**config.mk**
```make
export PLATFORM = sky130hd
export DESIGN_NAME = jdlz_out_fifo
export DESIGN_NICKNAME = d
export VERILOG_FILES = /design/src/rtl/jdlz_pkg.sv /design/src/rtl/jdlz_out_fifo.sv
export SDC_FILE = /design/constraint.sdc
export NUM_CORES = 1
export LEC_CHECK = 0
export BUFFER_PORTS_ARGS = -buffer_cell sky130_fd_sc_hd__buf_2
export CAP_MARGIN = 20
export CORE_ASPECT_RATIO = 0.75
export CORE_MARGIN = 3
export CORE_UTILIZATION = 55
export DETAILED_ROUTE_END_ITERATION = 8
export PLACE_DENSITY = 0.78
export SLEW_MARGIN = 20
export SYNTH_ARGS = -nofsm -noshare
export SYNTH_HDL_FRONTEND = slang
export SYNTH_SLANG_ARGS = --single-unit
export TNS_END_PERCENT = 50
```
**constraint.sdc**
```tcl
create_clock -name aclk -period 4 [get_ports aclk]
set_input_delay 0.4 -clock aclk [delete_from_list [all_inputs] [get_ports aclk]]
set_output_delay 0.4 -clock aclk [all_outputs]
set_load 0.005 [all_outputs]
```
**src/rtl/jdlz_pkg.sv**
```systemverilog
// Shared types and constants of the JDLZ stream decompressor.
// No dependencies.
package jdlz_pkg;

    localparam int unsigned HDR_LEN    = 18;
    localparam int unsigned FIFO_DEPTH = 8;
    localparam int unsigned FIFO_AW    = 3;

    localparam logic [23:0] SIZE_CAP    = 24'd8388608;
    localparam logic [7:0]  MAGIC_0     = 8'h4A;
    localparam logic [7:0]  MAGIC_1     = 8'h44;
    localparam logic [7:0]  MAGIC_2     = 8'h4C;
    localparam logic [7:0]  MAGIC_3     = 8'h5A;
    localparam logic [7:0]  HDR_VERSION = 8'd2;
    localparam logic [11:0] FAR_BIAS    = 12'h011;

    localparam logic CMD_SOURCE = 1'b0;
    localparam logic CMD_DRAIN  = 1'b1;

    typedef enum logic [1:0] {
        KIND_BYTE   = 2'd0,
        KIND_DONE   = 2'd1,
        KIND_HDR_ERR = 2'd2,
        KIND_REJECT = 2'd3
    } kind_t;

    typedef enum logic [1:0] {
        PH_HEADER   = 2'd0,
        PH_BODY     = 2'd1,
        PH_DRAIN    = 2'd2,
        PH_FINISHED = 2'd3
    } phase_t;

    typedef struct packed {
        kind_t       kind;
        logic [7:0]  data;
        logic [23:0] total;
        logic        last;
    } result_t;

    typedef struct packed {
        logic        valid;
        logic [1:0]  n;
        kind_t       k0;
        logic        use_mem;
        logic [7:0]  lit;
        logic [23:0] tot;
        logic        we;
        logic        fwd;
    } stage_t;

endpackage

```
**src/rtl/jdlz_out_fifo.sv**
```systemverilog
// Result queue: takes up to two items per cycle, gives one.
// Depends on jdlz_pkg.
module jdlz_out_fifo
    import jdlz_pkg::*;
(
    input  logic             aclk,
    input  logic             aresetn,
    input  logic             push0,
    input  logic             push1,
    input  result_t          in0,
    input  result_t          in1,
    input  logic             pop,
    output result_t          head,
    output logic             not_empty,
    output logic [FIFO_AW:0] count
);

    result_t             q [FIFO_DEPTH];
    logic [FIFO_AW-1:0]  wptr_reg, wptr_next, rptr_reg, rptr_next;
    logic [FIFO_AW:0]    cnt_reg, cnt_next;
    logic [FIFO_AW-1:0]  wptr_p1;

    assign wptr_p1   = wptr_reg + 1'b1;
    assign head      = q[rptr_reg];
    assign not_empty = (cnt_reg != '0);
    assign count     = cnt_reg;

    always_comb begin
        wptr_next = wptr_reg + FIFO_AW'(push0) + FIFO_AW'(push1);
        rptr_next = rptr_reg + FIFO_AW'(pop);
        cnt_next  = cnt_reg + (FIFO_AW+1)'(push0) + (FIFO_AW+1)'(push1)
                    - (FIFO_AW+1)'(pop);
    end

    always_ff @(posedge aclk) begin
        if (push0) begin
            q[wptr_reg] <= in0;
        end
        if (push1) begin
            q[wptr_p1] <= in1;
        end
    end

    always_ff @(posedge aclk) begin
        if (!aresetn) begin
            wptr_reg <= '0;
            rptr_reg <= '0;
            cnt_reg  <= '0;
        end else begin
            wptr_reg <= wptr_next;
            rptr_reg <= rptr_next;
            cnt_reg  <= cnt_next;
        end
    end

endmodule

```
==> results.yml, run 1 <==
placement:
  port_buffers: 114
  place.gp.congestion: 0.738
  place_area_sq_um: 15600
  dp_hpwl_microns: 18900
routing:
  detail_route.drc_violations: 0
  drt_wl_total_microns: 32800
  drt.antenna.violating_nets: 0
  vias: 7928
  wire_per_inst_microns: 25.9
  vias_per_cell: 6.26
  drtIter0Drc: 634
  drt_first_pass_iters: 5
global_route:
  grt_start_max_net_pins: 72
  grt_pass1_wl_microns: 50500
  grt_util_met1_pct: 35.3
  antenna_found_initial: 7
  grt_usage_pct: 23.6
  grt_pass1_vias: 8186
  overflow: 0
  grtUsageMet3_pct: 4.73
  gr-max-usage-layer: "met2"
  grtUsageMet2_pct: 36.6
setup_path:
  end_kind: "output port"
  path_max_fanout: 24
  endpoint: "head[23]"
  ff2ff_path_depth: 5
  arrival_ns: 2.70
  worstPathCellList: "buf_4 -> mux4_2 -> mux2_2 -> buf_2"
  crit_start: "rptr_reg[0]"
  regToRegSetupSlack_ns: 1.12
  reg2reg_from: "wptr_reg[0]"
  crit_type: "flip-flop to output port"
  timing.rr.end: "q[3][34]"
  crit_path_start_kind: "flip-flop"
  cp.required_ns: 3.60
  slowest_delay_ns: 0.61
  critPathSlowestCell: "dfxtp_4"
clock_tree:
  cts_tree: "built"
  path_clk_slew_ns: 0.07
  clk_latency_ns: 0.54
  clkSinkCount: 290
  clockRootBuffer: "clkbuf_16"
  cts_htree_levels: 1
  ctsHoldBuffers: 0
  clockBufferDepth: 3
  postCtsSetupBuffers: 0
  numCtsBuffers: 28
  cts_resized: 0
floorplan:
  die_height_microns: 146
  start_util_pct: 56.9
  fp-row-count: 50
  dieWidth_microns: 193
  ios: 115
  core_area_sq_um: 25400
  die_area_sq_um: 28300
run_status:
  status: "finished, final reports clean"
power:
  pwr_density_cell_nw_per_um2: 476
  ir_worst_vdd_mv: 0.340
  leakage_uw: 0.00547
yosys:
  synth_most_common_cell: "mux2_2"
  ys_seq_area_share_pct: 59.6
  synth_cell_types: 31
  synth_top_area_cell: "edfxtp_1"
  syn_avg_cell_area_sq_um: 18.3
  syn-num-nets: 875
  synth_ff_type: "edfxtp_1"
  netlist_area_sq_um: 14400
  synth_edf_count: 280
  synth_common_cells: "mux2_2 (313), edfxtp_1 (280), mux4_2 (70)"
  yosys.area.top_type_share_pct: 58.2
  synthTopCellsByArea: "edfxtp_1 (58%), mux2_2 (24%), mux4_2 (11%)"
  ys_ff_latch: 290
  syn-instance-count: 789
  yosysWarningCount: 0
  synth-async-reset-ratio_pct: 0
sta:
  slew_viol_final: 0
  period_share_pct: 77.5
  rsz0062_at_grt: "no"
  worst_slew_pin_slew_ns: 0.963
  final_hold_viol_count: 0
  fmaxAchievable_mhz: 323
  fin_worst_skew_ns: 0.00930
  min_period_ns: 3.10
  slew-limit-headroom_pct: 35.6
  tns_ns: 0
  setup_viol: 0
final_layout:
  drive_above_1_share_pct: 61.7
  final.fill_count: 1799
  regMostFlops: "q"
  syn_to_final_growth_pct: 14.0
  fin_area_sq_um: 16500
  final_nets: 995
  largest_register_ffs: 280
run:
  max-cap-violations: 0
worst_hold_path:
  hp-class: "input port to flip-flop"
critical path: cells and delay by family, from the launching register on:
kind,cells,cell delay [ns]
mux,2,0.88
buf+inv,2,0.64
flops,1,0.61
cell families after synthesis:
logic type	after synthesis	synth area share, %
AND/OR/NAND/NOR	34	1.37
flip-flops	290	59.6
adder cells (fa/ha/maj)	11	1.11
AO/OA/AOI/OAI	8	0.329
multiplexers	386	35.5
buffers and inverters	55	1.67
XOR/XNOR	5	0.407
worst min path at each step:
stage	end	cells past startpoint	slack (ns)	startpoint
6_report	wptr_reg[0]	2	0.21	aresetn
5_1_grt	rptr_reg[0]	2	0.21	aresetn
4_1_cts	rptr_reg[0]	3	0.20	pop
3_5_place_dp	count[0]	2	0.68	count[0]
3_3_place_gp	count[3]	4	0.64	count[3]
2_1_floorplan	rptr_reg[0]	2	0.54	rptr_reg[0]
report_power, final:
group | leakage (uW) | switching (uW) | internal [uW] | total (uW)
combinational | 0.00241 | 760 | 725 | 1480
sequential | 0.00265 | 106 | 3720 | 3820
clock | 0.000412 | 1100 | 1440 | 2540
per-stage QoR:
step,std cells,hold WS (ns),total power [uW],setup WS (ns),util (%)
floorplan,789,0.543,4810,0.369,-
global placement,1215,0.642,5330,1.24,61.2
detailed placement,1215,0.678,5370,1.16,61.2
CTS,1263,0.197,7890,0.825,64.6
global route,1266,0.212,8160,0.715,64.8
finish,1267,0.213,7850,0.901,64.8
per-layer routing:
metal  wire [microns]  part of all wire [%]
met1            14400                    44
met2            15600                    48
met3             2250                   6.9
met4              509                   1.6
met5               66                  0.20
layout make-up:
cell class	count	area, sq um	area share, %
clock buffers	37	756	4.59
flip-flops and latches	290	8620	52.3
repair buffers	136	826	5.01
multi-input cells	444	5710	34.7
inverters	9	33.8	0.205
diodes	2	5.00	0.0304
clock inverters	11	95.1	0.577
well taps	338	423	2.57
cell usage in the layout, fill, tap and decap left out, types with 3 or more instances in the layout:
| master | synthesis | layout |
|---|---|---|
| ha_1 | 8 | 8 |
| clkbuf_16 | 0 | 29 |
| buf_4 | 0 | 16 |
| dfxtp_1 | 10 | 7 |
| clkbuf_1 | 18 | 8 |
| buf_12 | 0 | 4 |
| mux2_2 | 313 | 313 |
| fa_1 | 3 | 3 |
| edfxtp_1 | 280 | 280 |
| buf_2 | 28 | 114 |
| and2_1 | 8 | 8 |
| nand2b_1 | 3 | 3 |
| clkinv_1 | 0 | 8 |
| o22ai_4 | 0 | 4 |
| nand2_1 | 8 | 6 |
| nor2_4 | 0 | 4 |
| xor2_1 | 3 | 3 |
| mux4_2 | 70 | 70 |
| inv_1 | 9 | 9 |
No activity file was read; power rests on OpenSTA's default activity.
==> inputs of run 2 (changes only) <==
clock period = 2.9 ns   (was 4 ns; I/O delays follow)
==> run 2 against run 1 <==
Combinational power grew 45%. Worst hold slack lost 0.11 ns. First-iteration DRC count grew 17%. Global-route usage grew 0.56 points. Clock power grew 39%. Cell count grew 1.7%. Critical path depth grew 1. Wire length grew 2.7%. Clock-buffer cell count grew 5. Largest power group unchanged.
==> results.yml, run 2 (synthesized netlist as in run 1, its figures left out) <==
final_layout:
  largest_register_ffs: 280
  regArea_sq_um: 8620
  fin_area_sq_um: 16700
  syn_to_final_growth_pct: 15.6
  final_core_util_pct: 65.8
  final_nets: 1012
  final_cells: 1289
  multiInputGateArea_sq_um: 5710
  final.fill_count: 1739
  drive_above_1_share_pct: 62.9
  regMostFlops: "q"
  layout_common_cells: "mux2_2 (313), edfxtp_1 (280), buf_2 (114), mux4_2 (70), clkbuf_16 (29)"
  layout_commonest_cell: "mux2_2"
global_route:
  antenna_found_initial: 7
  grt_start_max_net_pins: 30
  overflow: 0
  grt_usage_pct: 24.1
  grt_pass1_vias: 8425
  grt_pass1_wl_microns: 51600
sta:
  fmaxAchievable_mhz: 367
  worst_slew_pin_slew_ns: 0.727
  final_hold_viol_count: 0
  fin_worst_skew_ns: 0.0145
  slew_viol_final: 0
  slew-limit-headroom_pct: 51.3
  min_period_ns: 2.73
  setup_viol: 0
  period_share_pct: 94.0
  rsz0062_at_grt: "no"
setup_path:
  worst-path-buf-inv: 1
  path_max_fanout: 27
  end_kind: "flip-flop"
  crit_start: "wptr_reg[0]"
  crit_family: "XOR/XNOR gates"
  cp.required_ns: 3.19
  slowest_delay_ns: 0.58
  reg2reg_from: "wptr_reg[0]"
  critPathSlowestCell: "xor2_2"
  timing.rr.end: "q[5][22]"
  ff2ff_path_depth: 5
  crit_path_start_kind: "flip-flop"
  regToRegSetupSlack_ns: 0.17
  crit_type: "flip-flop to flip-flop"
  endpoint: "q[5][22]"
  worstPathCellList: "ha_1 -> xor2_2 -> nand2_2 -> buf_12 -> mux2_1"
  cp_num_cells: 5
  arrival_ns: 3.01
clock_tree:
  postCtsSetupBuffers: 0
  cts_tree: "built"
  cts_htree_levels: 1
  path_clk_slew_ns: 0.06
  clockRootBuffer: "clkbuf_16"
  clkSinkCount: 290
  clk_latency_ns: 0.54
  cts_resized: 0
  ctsHoldBuffers: 0
  numCtsBuffers: 29
  clockBufferDepth: 3
placement:
  dp_hpwl_microns: 20000
  port_buffers: 114
  place.gp.congestion: 0.778
  place_area_sq_um: 15800
  placedCellCount: 1233
routing:
  vias_per_cell: 6.23
  drtIter0Drc: 739
  detail_route.drc_violations: 0
  drt.antenna.violating_nets: 0
  vias: 8030
  wire_per_inst_microns: 26.2
  drt_wl_total_microns: 33700
  drt_first_pass_iters: 5
floorplan:
  fp-row-count: 50
  dieWidth_microns: 193
  core_area_sq_um: 25400
  die_area_sq_um: 28300
  ios: 115
  start_util_pct: 56.9
  die_height_microns: 146
power:
  total_power_uw: 10900
  leakage_uw: 0.00560
  ir_worst_vdd_mv: 0.404
  pwr_density_cell_nw_per_um2: 654
worst_hold_path:
  whs_path_depth: 3
  hp-class: "input port to flip-flop"
run_status:
  status: "finished, final reports clean"
run:
  max-cap-violations: 0
[run 2: changes by cell type in the layout (fill, tap and decap cells not counted)]
cell,change
buf_4,+8
clkbuf_1,+2
diode_2,+2
or2_2,+1
clkbuf_8,+3
bufinv_16,-1
or2_4,-1
clkinv_1,-6
clkinv_2,+4
buf_16,-2
buf_12,+10
clkinvlp_4,+2
[run 2: final cells by class]
class / instances / area share (%)
well taps: 338 / 2.53
flip-flops and latches: 290 / 51.6
inverters: 9 / 0.202
multi-input cells: 444 / 34.2
clock buffers: 42 / 4.82
diodes: 4 / 0.0599
clock inverters: 10 / 0.464
repair buffers: 152 / 6.17
[run 2: routing by layer]
metal,vias to the layer above,GRT usage (%),wire (microns)
li1,3503,-,-
met2,254,38.9,16400
met1,4217,35.4,14700
met3,46,4.06,2130
met5,-,0,53
met4,10,4.34,465
[run 2: how the worst min path moves through the flow]
stage / startpoint / endpoint / slack [ns]
after floorplan: aresetn / count[3] / 0.44
after global placement: aresetn / count[3] / 0.63
after detailed placement: aresetn / count[3] / 0.63
after CTS: aresetn / count[3] / 0.08
after global routing: aresetn / rptr_reg[1] / 0.10
final: aresetn / count[3] / 0.10
[run 2: tightest hold or removal path: stages]
cell and delay (ns):
buf_2 0.16, nand2_1 0.08, mux2i_1 0.05
[run 2: through the flow]
step | hold WS (ns) | setup WS [ns] | setup TNS [ns]
final | 0.102 | 0.174 | 0
after global routing | 0.102 | 0.0404 | 0
after CTS | 0.0805 | 0.117 | 0
after detailed placement | 0.634 | 0.187 | 0
after global placement | 0.634 | 0.310 | 0
after floorplan | 0.445 | -0.180 | -24.64
[run 2: power breakdown]
| part | internal [uW] | total (uW) | switching (uW) |
|---|---|---|---|
| registers | 5130 | 5270 | 142 |
| clock network | 2000 | 3520 | 1520 |
| logic | 1060 | 2140 | 1080 |
